## config.mk

```make
export PLATFORM = sky130hd
export DESIGN_NAME = serial_frame_deframer_flat
export DESIGN_NICKNAME = d
export VERILOG_FILES = /design/src/design/sfd_pkg.sv /design/src/design/sfd_if.sv /design/src/design/serial_frame_deframer.sv /design/src/design/sfd_ctrl.sv /design/src/design/sfd_dp.sv /design/src/flat_wrapper.sv
export SDC_FILE = /design/constraint.sdc
export NUM_CORES = 1
export LEC_CHECK = 0
export BUFFER_PORTS_ARGS = -buffer_cell sky130_fd_sc_hd__buf_2
export CELL_PAD_IN_SITES_DETAIL_PLACEMENT = 1
export CELL_PAD_IN_SITES_GLOBAL_PLACEMENT = 2
export CORE_MARGIN = 2
export CORE_UTILIZATION = 53
export DETAILED_ROUTE_END_ITERATION = 6
export PLACE_DENSITY_LB_ADDON = 0.1
export SKIP_CTS_REPAIR_TIMING = 1
export SLEW_MARGIN = 0
export SYNTH_ARGS = -nofsm -noshare
export SYNTH_HDL_FRONTEND = slang
export SYNTH_SLANG_ARGS = --single-unit
```

## constraint.sdc

```tcl
create_clock -name clk -period 8.9 [get_ports clk]
set_input_delay 2.67 -clock clk [delete_from_list [all_inputs] [get_ports clk]]
set_output_delay 2.67 -clock clk [all_outputs]
set_load 0.005 [all_outputs]
```

## src/design/sfd_pkg.sv

```systemverilog
// Shared constants and types for the serial frame deframer.
// Depends on nothing; every other design file but sfd_if imports it.
`default_nettype none

package sfd_pkg;

	localparam int FRAME_DEPTH_DEF = 64;
	localparam int RESULT_CAP = 64;
	localparam int CNT_W = 6;

	localparam logic [7:0] HDR_FIRST = 8'hAA;
	localparam logic [7:0] HDR_SECOND = 8'hAF;
	localparam logic [7:0] FUNC_END = 8'hF1;
	localparam logic [CNT_W-1:0] LIMIT_RESET = 6'd49;

	// Fixed positions of the header fields in the frame store.
	typedef enum logic [1:0] {
		SLOT_HDR1 = 2'd0,
		SLOT_HDR2 = 2'd1,
		SLOT_FUNC = 2'd2,
		SLOT_LEN = 2'd3
	} slot_t;

	typedef struct packed {
		logic store;
		logic payload_slot;
		slot_t fixed_slot;
		logic load_len;
		logic step_payload;
		logic start_emit;
		logic read;
	} sfd_cmd_t;

	typedef struct packed {
		logic hdr1;
		logic hdr2;
		logic func_ok;
		logic len_ok;
		logic rem_nonzero;
		logic rem_one;
		logic read_last;
	} sfd_sts_t;

endpackage

`default_nettype wire

```

## src/design/sfd_if.sv

```systemverilog
// Valid/ready channel interfaces for received bytes and emitted frame bytes.
// Stand-alone; no package is needed.
`default_nettype none

interface rx_byte_if;
	logic valid;
	logic ready;
	logic [7:0] rx_byte;

	modport source (output valid, output rx_byte, input ready);
	modport sink (input valid, input rx_byte, output ready);
endinterface

interface frame_byte_if;
	logic valid;
	logic ready;
	logic [7:0] frame_byte;
	logic frame_last;

	modport source (output valid, output frame_byte, output frame_last, input ready);
	modport sink (input valid, input frame_byte, input frame_last, output ready);
endinterface

`default_nettype wire

```

## src/design/serial_frame_deframer.sv

```systemverilog
// Serial frame deframer: finds AA AF framed packets in a received byte stream.
// Top level; uses sfd_pkg, sfd_if, sfd_ctrl and sfd_dp.
//
// Bytes arrive on the rx channel, one per transaction. A frame is 0xAA, 0xAF,
// a function byte from 0x01 to 0xF0, a length byte from 1 to the limit register
// (capped at 59), that many payload bytes and one check byte (not verified).
// A byte that breaks the pattern is dropped and the block hunts for 0xAA again.
// While hunting or collecting, the block takes one byte per cycle.
// Once the check byte is taken, the whole frame is read out of the frame
// store on the frame channel, header first, with frame_last on the check byte.
// After the check byte is taken, the block enters its emit state and registers the
// first byte, then one byte per cycle while the receiver is ready; the store has
// one read port, so rx ready stays low until the whole frame has been read out.
// When the receiver stalls, the current output byte holds and reading pauses.
// The last frame byte may still wait on the output while new bytes are taken.
// cfg_we writes the 6-bit payload length limit, which resets to 49.
// An asynchronous reset returns the block to hunting with no output pending.
`default_nettype none

module serial_frame_deframer
	import sfd_pkg::*;
#(
	parameter int FRAME_DEPTH = FRAME_DEPTH_DEF
) (
	input wire logic clk,
	input wire logic arst_n,
	input wire logic cfg_we,
	input wire logic [CNT_W-1:0] cfg_wdata,
	rx_byte_if.sink rx,
	frame_byte_if.source frame
);

	sfd_cmd_t cmd;
	sfd_sts_t sts;

	sfd_ctrl u_ctrl (
		.clk(clk),
		.arst_n(arst_n),
		.in_valid(rx.valid),
		.in_ready(rx.ready),
		.out_ready(frame.ready),
		.out_valid(frame.valid),
		.cmd(cmd),
		.sts(sts)
	);

	sfd_dp #(
		.FRAME_DEPTH(FRAME_DEPTH)
	) u_dp (
		.clk(clk),
		.arst_n(arst_n),
		.cfg_we(cfg_we),
		.cfg_wdata(cfg_wdata),
		.rx_byte(rx.rx_byte),
		.cmd(cmd),
		.sts(sts),
		.frame_byte(frame.frame_byte),
		.frame_last(frame.frame_last)
	);

endmodule

`default_nettype wire

```

## src/design/sfd_ctrl.sv

```systemverilog
// Frame hunting and emission state machine of the serial frame deframer.
// Uses sfd_pkg for the command and status structs.
`default_nettype none

module sfd_ctrl
	import sfd_pkg::*;
(
	input wire logic clk,
	input wire logic arst_n,
	input wire logic in_valid,
	output logic in_ready,
	input wire logic out_ready,
	output logic out_valid,
	output sfd_cmd_t cmd,
	input wire sfd_sts_t sts
);

	typedef enum logic [2:0] {
		HUNT,
		GOT_AA,
		GOT_AF,
		GOT_FUNC,
		PAYLOAD,
		CHECK,
		EMIT
	} state_t;

	state_t state_q;
	state_t state_d;
	logic out_valid_q;
	logic accept;

	assign in_ready = (state_q != EMIT);
	assign accept = in_valid && in_ready;
	assign out_valid = out_valid_q;

	always_comb begin
		cmd = '0;
		cmd.fixed_slot = SLOT_HDR1;
		state_d = state_q;
		if (state_q == EMIT) begin
			cmd.read = !out_valid_q || out_ready;
			if (cmd.read && sts.read_last) begin
				state_d = HUNT;
			end
		end else if (accept) begin
			// Any byte that breaks the pattern is dropped and hunting restarts.
			state_d = HUNT;
			case (state_q)
				HUNT: begin
					if (sts.hdr1) begin
						cmd.store = 1'b1;
						state_d = GOT_AA;
					end
				end
				GOT_AA: begin
					if (sts.hdr2) begin
						cmd.store = 1'b1;
						cmd.fixed_slot = SLOT_HDR2;
						state_d = GOT_AF;
					end
				end
				GOT_AF: begin
					if (sts.func_ok) begin
						cmd.store = 1'b1;
						cmd.fixed_slot = SLOT_FUNC;
						state_d = GOT_FUNC;
					end
				end
				GOT_FUNC: begin
					if (sts.len_ok) begin
						cmd.store = 1'b1;
						cmd.fixed_slot = SLOT_LEN;
						cmd.load_len = 1'b1;
						state_d = PAYLOAD;
					end
				end
				PAYLOAD: begin
					if (sts.rem_nonzero) begin
						cmd.store = 1'b1;
						cmd.payload_slot = 1'b1;
						cmd.step_payload = 1'b1;
						state_d = sts.rem_one ? CHECK : PAYLOAD;
					end
				end
				CHECK: begin
					cmd.store = 1'b1;
					cmd.payload_slot = 1'b1;
					cmd.start_emit = 1'b1;
					state_d = EMIT;
				end
				default: begin
					state_d = HUNT;
				end
			endcase
		end
	end

	always_ff @(posedge clk or negedge arst_n) begin
		if (!arst_n) begin
			state_q <= HUNT;
			out_valid_q <= 1'b0;
		end else begin
			state_q <= state_d;
			if (cmd.read) begin
				out_valid_q <= 1'b1;
			end else if (out_ready) begin
				out_valid_q <= 1'b0;
			end
		end
	end

endmodule

`default_nettype wire

```

## src/design/sfd_dp.sv

```systemverilog
// Datapath of the serial frame deframer: limit register, byte checks,
// payload counters, frame store and the registered output byte. Uses sfd_pkg.
`default_nettype none

module sfd_dp
	import sfd_pkg::*;
#(
	parameter int FRAME_DEPTH = FRAME_DEPTH_DEF
) (
	input wire logic clk,
	input wire logic arst_n,
	input wire logic cfg_we,
	input wire logic [CNT_W-1:0] cfg_wdata,
	input wire logic [7:0] rx_byte,
	input wire sfd_cmd_t cmd,
	output sfd_sts_t sts,
	output logic [7:0] frame_byte,
	output logic frame_last
);

	localparam int AW = $clog2(FRAME_DEPTH);
	localparam int LIMIT_CAP = (FRAME_DEPTH - 5 < RESULT_CAP - 5) ?
		(FRAME_DEPTH - 5) : (RESULT_CAP - 5);

	logic [CNT_W-1:0] limit_q;
	logic [CNT_W-1:0] eff_limit;
	logic [CNT_W-1:0] rem_q;
	logic [CNT_W-1:0] cnt_q;
	logic [AW-1:0] wr_addr;
	logic [AW-1:0] rd_addr_q;
	logic [AW-1:0] last_addr_q;
	logic [7:0] mem [FRAME_DEPTH];
	logic [7:0] rd_data_q;
	logic rd_last_q;

	// The limit saturates so that a full frame always fits the store.
	assign eff_limit = (limit_q > CNT_W'(LIMIT_CAP)) ? CNT_W'(LIMIT_CAP) : limit_q;

	always_comb begin
		if (cmd.payload_slot) begin
			wr_addr = AW'({1'b0, cnt_q} + 7'd4);
		end else begin
			wr_addr = AW'(cmd.fixed_slot);
		end
	end

	assign sts.hdr1 = (rx_byte == HDR_FIRST);
	assign sts.hdr2 = (rx_byte == HDR_SECOND);
	assign sts.func_ok = (rx_byte != 8'd0) && (rx_byte < FUNC_END);
	assign sts.len_ok = (rx_byte <= {2'b00, eff_limit});
	assign sts.rem_nonzero = (rem_q != '0);
	assign sts.rem_one = (rem_q == CNT_W'(1));
	assign sts.read_last = (rd_addr_q == last_addr_q);

	always_ff @(posedge clk or negedge arst_n) begin
		if (!arst_n) begin
			limit_q <= LIMIT_RESET;
			rem_q <= '0;
			cnt_q <= '0;
		end else begin
			if (cfg_we) begin
				limit_q <= cfg_wdata;
			end
			if (cmd.load_len) begin
				rem_q <= rx_byte[CNT_W-1:0];
				cnt_q <= '0;
			end else if (cmd.step_payload) begin
				rem_q <= rem_q - CNT_W'(1);
				cnt_q <= cnt_q + CNT_W'(1);
			end
		end
	end

	always_ff @(posedge clk) begin
		if (cmd.store) begin
			mem[wr_addr] <= rx_byte;
		end
	end

	// The check byte's address is also the frame's last read address.
	always_ff @(posedge clk) begin
		if (cmd.start_emit) begin
			rd_addr_q <= '0;
			last_addr_q <= wr_addr;
		end else if (cmd.read) begin
			rd_addr_q <= rd_addr_q + AW'(1);
		end
		if (cmd.read) begin
			rd_data_q <= mem[rd_addr_q];
			rd_last_q <= sts.read_last;
		end
	end

	assign frame_byte = rd_data_q;
	assign frame_last = rd_last_q;

endmodule

`default_nettype wire

```

## src/flat_wrapper.sv

```systemverilog
// flat-port wrapper written by rule: the top's interface ports become plain ports
module serial_frame_deframer_flat import sfd_pkg::*;
#(
	parameter int FRAME_DEPTH = FRAME_DEPTH_DEF
)
  (clk, arst_n, cfg_we, cfg_wdata, rx_valid, rx_rx_byte, rx_ready, frame_valid, frame_frame_byte, frame_frame_last, frame_ready);
  rx_byte_if rx_i ();
  frame_byte_if frame_i ();
  input wire logic clk;
  input wire logic arst_n;
  input wire logic cfg_we;
  input wire logic [CNT_W-1:0] cfg_wdata;
  input wire logic [$bits(rx_i.valid)-1:0] rx_valid;
  input wire logic [$bits(rx_i.rx_byte)-1:0] rx_rx_byte;
  output wire logic [$bits(rx_i.ready)-1:0] rx_ready;
  output wire logic [$bits(frame_i.valid)-1:0] frame_valid;
  output wire logic [$bits(frame_i.frame_byte)-1:0] frame_frame_byte;
  output wire logic [$bits(frame_i.frame_last)-1:0] frame_frame_last;
  input wire logic [$bits(frame_i.ready)-1:0] frame_ready;
  assign rx_i.valid = rx_valid;
  assign rx_i.rx_byte = rx_rx_byte;
  assign rx_ready = rx_i.ready;
  assign frame_valid = frame_i.valid;
  assign frame_frame_byte = frame_i.frame_byte;
  assign frame_frame_last = frame_i.frame_last;
  assign frame_i.ready = frame_ready;
  serial_frame_deframer #(.FRAME_DEPTH(FRAME_DEPTH)) u_core (.clk(clk), .arst_n(arst_n), .cfg_we(cfg_we), .cfg_wdata(cfg_wdata), .rx(rx_i), .frame(frame_i));
endmodule
```

* Word-level counts from Yosys, hierarchy flattened
Memories as Yosys holds them, arrays and structs flattened. A register that Yosys moved wholly into a read port is not among the register bits.
Index checks and enable logic that the tools add are counted.
** Storage, ports and cells
- Register bits :: 35
- Memory bits (writable) :: 512
- Input port bits :: 19
- Output and inout port bits :: 11
- Logic and storage cells :: 78
- Memories :: 1
** Memory list
- u_core.u_dp.mem :: depth 64, bits a word 8, rd ports 1, clocked after Yosys merged registers in 1, write ports 1, line sfd_dp.sv:32 : logic [7:0] mem [FRAME_DEPTH];
** Cells by class
- Add/sub/neg operators :: 4
- Magnitude comparators :: 3
- Equal/unequal tests :: 12
- Mux-type cells :: 38
- Reductions and logical operators :: 12
** Operators with widths (count)
- 6-bit 2-to-1 mux :: 6
- 3-bit 2-to-1 mux :: 6
- 3-bit one-hot mux with 6 select lines :: 1
- 8-bit == test (second input constant) :: 2
- 1-bit 2-to-1 mux :: 16
- 7-bit 2-to-1 mux :: 2
- 6-bit by 1-bit adder with 6-bit output (second input constant) :: 2
- 3-bit == test (second input constant) :: 3
- 8-bit by 6-bit <= comparator with 1-bit output :: 1
- 8-bit less-than comparator (second input constant) :: 1
- 2-bit 2-to-1 mux :: 4
- 8-bit nonzero test :: 1
- 6-bit by 3-bit adder with 6-bit output (second input constant) :: 1
- 3-bit by 2-bit == test with 1-bit output (second input constant) :: 2
- 6-bit by 1-bit == test with 1-bit output (second input constant) :: 1
- 6-bit == test :: 1
- 6-bit greater-than comparator (second input constant) :: 1
- 1-bit one-hot mux with 6 select lines :: 1
- 2-bit one-hot mux with 3 select lines :: 1
- 2-bit nonzero test :: 3
- 6-bit nonzero test :: 1
- 6-bit by 1-bit subtractor with 6-bit output (second input constant) :: 1
- 3-bit by 1-bit == test with 1-bit output (second input constant) :: 1
- 1-bit logical AND :: 3
- other kinds (7) :: 7

* Depth between registers and ports, before layout
Gate-level depths: netlist of run 1.
- Depth after elaboration :: 9
- Gate-level depth with buffers :: 11
- Gate-level depth less buffers :: 10

* Cells and area by module
Synthesis of run 1 repeated with hierarchy kept, for this count alone.
** Second synthesis, totals
- Cells, all modules :: 1198
- Area total of the unflattened synthesis :: 22257.6 um^2
** By module, submodules not included
- sfd_dp :: instances 1, cells an instance 1146, area an instance 21858.5 um^2, seq. area each 16399.5 um^2
- sfd_ctrl :: instances 1, cells an instance 52, area an instance 399.1 um^2, seq. area each 100.1 um^2

* Worst setup path before layout of run 1
No wires, ideal clock.
- Path type :: input port to flip-flop
- From :: in rx_rx_byte[5]
- To :: mem u_core.u_dp.mem[42][0], enable pin
- Setup time :: 383 ps
- Arrival time :: 4914 ps
- Required time :: 8517 ps
- Slack :: 3603 ps
- Cell stages on the path :: 8
- Buffers on the path :: 1
- Cells stage by stage :: ha_1 a2111oi_2 a21oi_1 or4_4 o21ai_2 a32oi_2 buf_2 nor3_1
** Between the ends
- Word-level cells in the longest chain between the ends :: 8
- Elaborated cells on any way between the ends :: 20
- Those cells by class :: order compare (2); eq/ne (2); mux (14); reduce/logical (2)
** RTL lines
- start, declared :: line flat_wrapper.sv:14 : input wire logic [$bits(rx_i.rx_byte)-1:0] rx_rx_byte;
- 8-bit less-than comparator / 8-bit nonzero test (equally long branches) :: line sfd_dp.sv:49 : assign sts.func_ok = (rx_byte != 8'd0) && (rx_byte < FUNC_END);
- 1-bit logical AND :: line sfd_dp.sv:49
- 1-bit 2-to-1 mux :: line sfd_ctrl.sv:64 : if (sts.func_ok) begin
- 1-bit one-hot mux with 6 select lines :: line sfd_ctrl.sv:49 : case (state_q)
- 7-bit 2-to-1 mux (*) :: line sfd_ctrl.sv:46 : end else if (accept) begin
- 7-bit 2-to-1 mux (*) :: line sfd_ctrl.sv:41 : if (state_q == EMIT) begin
- 1-bit 2-to-1 mux :: line sfd_dp.sv:75 : if (cmd.store) begin
- 1-bit 2-to-1 mux (implied by the code) :: line sfd_dp.sv:76 : mem[wr_addr] <= rx_byte;
- end, declared :: line sfd_dp.sv:32
Every way passes the cells marked *; elsewhere a longest branch is shown, timed or not.

* Worst setup path in the final report of run 1
- From :: in rx_rx_byte[0]
- To :: mem u_core.u_dp.mem[6][0], enable pin
Same word-level chain as after synthesis.

==> flow_summary.yaml, run 1 <==
floorplanning:
  start_util_pct: 53.7
  io_pins: 30
  rows: 75
  die-area_sq_um: 44200
  coreArea_sq_um: 41900
  die_h_um: 210
  die_w_um: 210
timing:
  fin_worst_skew_ns: 0.0140
  maxSlewViolCount: 0
  max_clock_freq_mhz: 160
  fin_ws_ns: 2.63
  period_share_pct: 70.4
  finalHoldViolations: 0
  worst_pin_slew_ns: 1.36
  whs_ns: 0.541
  finalCriticalPeriod_ns: 6.27
  relSlewSlack_pct: 8.70
  rsz0062_at_grt: "false"
  tns_ns: 0
  finalSetupViolations: 0
grt:
  grt_use_total_pct: 26.5
  grt_max_degree: 69
  grt_pass1_vias: 12200
  overflow: 0
  grt_first_pass_wirelength_um: 83300
  antenna_found_initial: 4
detailed_routing:
  drt-initial-drc-count: 1004
  top_layer_used: "met5"
  wl_met1_um: 24300
  routed-wl-met2_um: 26500
  met3_length_um: 3810
  drcViolationCount: 0
  drt-total-wl_um: 56400
  wl_per_cell_um: 30.8
  routed_via_density: 6.34
  drtAntennaViolNets: 0
  vias: 11600
  first_pass_iters: 5
outcome:
  status: "complete, no violations"
setup_path:
  worst-path-buf-inv: 4
  max_stage_delay_ns: 1.08
  cpMaxStageDelayCell: "nor3_1"
  path_cells: "buf_2 -> inv_1 -> ha_1 -> and4_1 -> nand2b_1 -> a21oi_2 -> o21ai_1 -> a22oi_2 -> buf_4 -> inv_2 -> nor3_1"
  r2r_cells: 11
  reg2reg_slack_ns: 4.29
  crit_fanout: 33
  cp-end-kind: "register"
  cp_top_family: "buffers and inverters"
  worstReg2RegEnd: "u_core.u_dp.mem[6][0]"
  reg2reg_from: "u_core.u_dp.limit_q[4]"
  required_ns: 9.11
  worstSetupStartpointType: "input port"
  cp.arrival_ns: 6.48
  critPathKind: "in -> reg"
logic_synthesis:
  syn_area_sq_um: 22500
  syn-num-nets: 1217
  syn_avg_cell_area_sq_um: 19.0
  ys_seq_area_share_pct: 73.2
  async_flop_share_pct: 3.96
  yosysTopAreaCell: "edfxtp_1"
  yosys_warnings: 0
  yosys-top-cells-area: "edfxtp_1 70%, mux4_2 9.9%, mux2i_1 3.4%"
  netlist.area_leader.share_pct: 70.2
  synth-seq-cells: 555
  postSynthCellCount: 1187
  synth_edf_count: 527
  ys_types: 75
  ys.flop_type: "edfxtp_1"
layout:
  area_growth_syn_to_layout_pct: 11.3
  layout_commonest_cell: "edfxtp_1"
  final_core_util_pct: 59.8
  final_cell_mix: "527 x edfxtp_1, 99 x mux4_2, 77 x mux2i_1, 66 x nor3_1, 57 x clkbuf_16"
  drive_above_1_share_pct: 22.7
  nets: 1274
placed_design:
  preCtsSetupSlack_ns: 1.95
  portBuffers: 29
  gp_congestion: 0.805
  place_hpwl_um: 34600
pwr:
  p_per_area_nw_per_um2: 209
  ir_drop_uv: 155
  p_leak_nw: 8.05
cts:
  clk_latency_ns: 0.60
  tritoncts.num_buffers: 55
  htreeDepth: 2
  root_buffer: "clkbuf_16"
  cts_tree: "yes"
  cts_max_path_buffers: 3
  cts.reportedPaths.clkPinSlew_ns: 0.06
  clock-sinks: 555
min_path:
  hp-start: "u_core.u_dp.limit_q[1]"
  min_to: "u_core.u_dp.limit_q[1]"
  hp-class: "reg -> reg"
  holdPathStages: 1
run:
  maxCapViolations: 0
-- stage by stage --
step | power, W | cell area, sq um | instances
after CTS | 0.00528 | 25000 | 1826
after global routing | 0.00538 | 25100 | 1828
after floorplan | 0.00293 | 22500 | 1187
final | 0.00525 | 25100 | 1830
after detailed placement | 0.00300 | 23200 | 1724
after global placement | 0.00299 | 23200 | 1724
-- per-layer routing --
layer	vias to the layer above	track usage [%]
met2	381	41.1
met3	94	5.71
met5	-	0
li1	5016	-
met4	2	8.61
met1	6106	37.9
-- state kept, by name, summed over array words and instances, names as in the netlist --
register	cells
u_core.u_dp.last_addr_q	6
u_core.u_dp.cnt_q	6
u_core.u_dp.frame_byte	8
u_core.u_ctrl.state_q	3
u_core.u_dp.rem_q	6
u_core.u_dp.limit_q	6
u_core.u_dp.mem	512
u_core.u_dp.frame_last	1
u_core.u_ctrl.out_valid	1
u_core.u_dp.rd_addr_q	6
-- Yosys cell counts (12+ instances only) --
cell type	instances
mux2_2	17
buf_2	23
nand2_1	38
dfrtp_1	19
o22ai_1	29
nor2_1	28
a211oi_1	12
clkbuf_1	21
a21oi_1	15
nor3_1	70
mux2i_1	77
edfxtp_1	527
mux4_2	99
inv_1	13
o21ai_0	15
-- report_power, final --
part | internal [W] | switching (W)
Sequential | 0.00286 | 0.00000271
Clock | 0.00135 | 0.000969
Combinational | 0.0000134 | 0.0000637
Total | 0.00422 | 0.00104
-- worst max-delay path by stage --
stage                   from                      to  depth (start not counted)
2_1_floorplan  rx_rx_byte[5]  u_core.u_dp.mem[42][0]                          8
3_3_place_gp   rx_rx_byte[0]   u_core.u_dp.mem[6][5]                         11
3_5_place_dp   rx_rx_byte[0]   u_core.u_dp.mem[6][0]                         11
4_1_cts        rx_rx_byte[0]   u_core.u_dp.mem[6][0]                         11
5_1_grt        rx_rx_byte[0]  u_core.u_dp.mem[28][4]                         11
6_report       rx_rx_byte[0]   u_core.u_dp.mem[6][0]                         11
-- logic make-up (layout without fill, tap and decap cells) --
family	count (synthesis)	count (layout)	synth area share [%]
flip-flops	555	555	73.2
multiplexers	198	198	14.7
AND/OR/NAND/NOR	193	193	4.36
AO/OA/AOI/OAI	137	137	4.62
buffers and inverters	80	182	1.93
XOR/XNOR	13	13	0.505
adder cells (fa/ha/maj)	11	11	0.611
other	0	2	0
-- cell type report --
cell class	instances	area (sq um)
antenna	2	5.00
clock buffer	73	1530
clock inverter	29	265
fill	3583	16900
inverter	15	56.3
multi-input combinational	552	5620
sequential	555	16500
tap	539	674
timing repair buffer	65	415
-- worst register-to-register path: cells and delay by family, from the launching register on --
family	cells	cell delay [ns]
AO/OA/AOI/OAI	4	0.89
adder cells (fa/ha/maj)	1	0.31
buffers and inverters	3	1.06
flip-flops	1	0.55
AND/OR/NAND/NOR	3	1.41
(Power assumes the default switching activity.)
==> run 2: changes to the inputs <==
--- a/config.mk
+++ b/config.mk
@@ -9,7 +9,7 @@
 export CELL_PAD_IN_SITES_DETAIL_PLACEMENT = 1
 export CELL_PAD_IN_SITES_GLOBAL_PLACEMENT = 2
 export CORE_MARGIN = 2
-export CORE_UTILIZATION = 53
+export CORE_UTILIZATION = 49
 export DETAILED_ROUTE_END_ITERATION = 6
 export PLACE_DENSITY_LB_ADDON = 0.1
 export SKIP_CTS_REPAIR_TIMING = 1
==> constraint.sdc (replaced) <==
create_clock -name clk -period 5.8 [get_ports clk]
set_input_delay 1.74 -clock clk [delete_from_list [all_inputs] [get_ports clk]]
set_output_delay 1.74 -clock clk [all_outputs]
set_load 0.005 [all_outputs]
==> flow_summary.yaml, run 2 (same netlist as run 1, synthesis figures left out) <==
outcome:
  status: "complete, no violations"
timing:
  relSlewSlack_pct: 13.4
  fin_ws_ns: 1.16
  tns_ns: 0
  finalHoldViolations: 0
  rsz0062_at_grt: "false"
  finalSetupViolations: 0
  fin_worst_skew_ns: 0.0202
  worst_pin_slew_ns: 1.29
  maxSlewViolCount: 0
  period_share_pct: 80.1
  finalCriticalPeriod_ns: 4.64
  whs_ns: 0.534
  max_clock_freq_mhz: 215
setup_path:
  cpMaxStageDelayCell: "nor3_1"
  path_cells: "buf_2 -> ha_1 -> and4_1 -> nand2b_1 -> a21oi_2 -> o21ai_1 -> a22oi_2 -> inv_2 -> buf_4 -> nor3_1"
  cp.arrival_ns: 4.86
  crit_fanout: 14
  critPathKind: "in -> reg"
  worstSetupStartpointType: "input port"
  required_ns: 6.02
  r2r_cells: 11
  max_stage_delay_ns: 1.04
  cp-end-kind: "register"
floorplanning:
  coreArea_sq_um: 45400
  rows: 78
  die_h_um: 218
  die-area_sq_um: 47700
  die_w_um: 218
  io_pins: 30
  start_util_pct: 49.7
placed_design:
  portBuffers: 29
  gp_congestion: 0.777
  preCtsSetupSlack_ns: 0.497
  place_hpwl_um: 37100
pwr:
  finalPower_w: 0.00808
  ir_drop_uv: 250
  p_per_area_nw_per_um2: 317
  p_leak_nw: 8.31
run:
  maxCapViolations: 0
cts:
  cts_max_path_buffers: 3
  cts_tree: "yes"
  clk_latency_ns: 0.61
  root_buffer: "clkbuf_16"
  clock-sinks: 555
  tritoncts.num_buffers: 56
  htreeDepth: 2
  cts.reportedPaths.clkPinSlew_ns: 0.06
grt:
  grt_max_degree: 58
  antenna_found_initial: 1
  grt_use_total_pct: 25.3
  grt_first_pass_wirelength_um: 86300
  overflow: 0
  grt_pass1_vias: 12500
detailed_routing:
  drt-total-wl_um: 58300
  first_pass_iters: 5
  drtAntennaViolNets: 0
  drcViolationCount: 0
  wl_per_cell_um: 30.1
  drt-initial-drc-count: 1055
  vias: 11800
  routed_via_density: 6.10
layout:
  drive_above_1_share_pct: 25.2
  largest_reg_flops: 512
  layout_commonest_cell: "edfxtp_1"
  area_growth_syn_to_layout_pct: 13.2
  nets: 1319
  max_flop_register: "u_core.u_dp.mem"
  final_cell_mix: "527 x edfxtp_1, 99 x mux4_2, 77 x mux2i_1, 76 x buf_4, 69 x nor3_1"
min_path:
  holdPathStages: 1
  hp-class: "reg -> reg"
run 2: cell count changes in the layout (fill, tap and decap cells not counted), sizes merged:
cell,before,now
inv,16,18
clkbuf,74,66
clkinv,21,28
bufinv,5,6
buf,64,108
run 2: where the power goes:
group          internal (W)  switching, W  leakage (nW)
sequential          0.00439    0.00000420          5.06
clock               0.00206       0.00151         0.887
combinational     0.0000233     0.0000982          2.36
run 2: metrics by stage:
step                area (sq um)  instances  util [%]
CTS                        25500       1933      56.2
detailed placement         23700       1829      52.2
finish                     25500       1937      56.2
global placement           23700       1829      52.2
floorplan                  22500       1187         -
global route               25500       1935      56.2
run 2: area by class of cell:
type | count | area, sq um
Fill cell | 3983 | 19900
Sequential cell | 555 | 16500
Multi-Input combinational cell | 552 | 5610
Clock buffer | 65 | 1460
Timing Repair Buffer | 109 | 783
Tap cell | 600 | 751
Clock inverter | 39 | 344
Inverter | 15 | 56.3
Antenna cell | 2 | 5.00
run 2: metal layers:
layer	part of all wire, %	global-route usage [%]	wire [um]	up-vias
met5	0.20	1.88	118	-
met4	2.3	6.46	1330	2
met3	6.3	6.32	3650	73
met2	48	40.1	28000	337
met1	43	35.1	25100	6287
li1	-	-	-	5109
run 2: final timing paths:
kind,startpoint,endpoint,slack (ns)
max in group asynchronous,arst_n,u_core.u_dp.limit_q[5],4.31
min reg2reg,u_core.u_dp.limit_q[1],u_core.u_dp.limit_q[1],0.53
min in group asynchronous,arst_n,u_core.u_dp.cnt_q[2],1.11
max reg2reg,u_core.u_dp.limit_q[4],u_core.u_dp.mem[2][1],1.69
min,u_core.u_dp.limit_q[1],u_core.u_dp.limit_q[1],0.53
max,rx_rx_byte[3],u_core.u_dp.mem[2][1],1.16
run 2: critical path, delay by kind of cell:
| kind | cells | cell delay (ns) |
|---|---|---|
| compound gates | 3 | 0.67 |
| buf+inv | 3 | 0.67 |
| fa+ha+maj | 1 | 0.35 |
| simple gates | 3 | 1.42 |
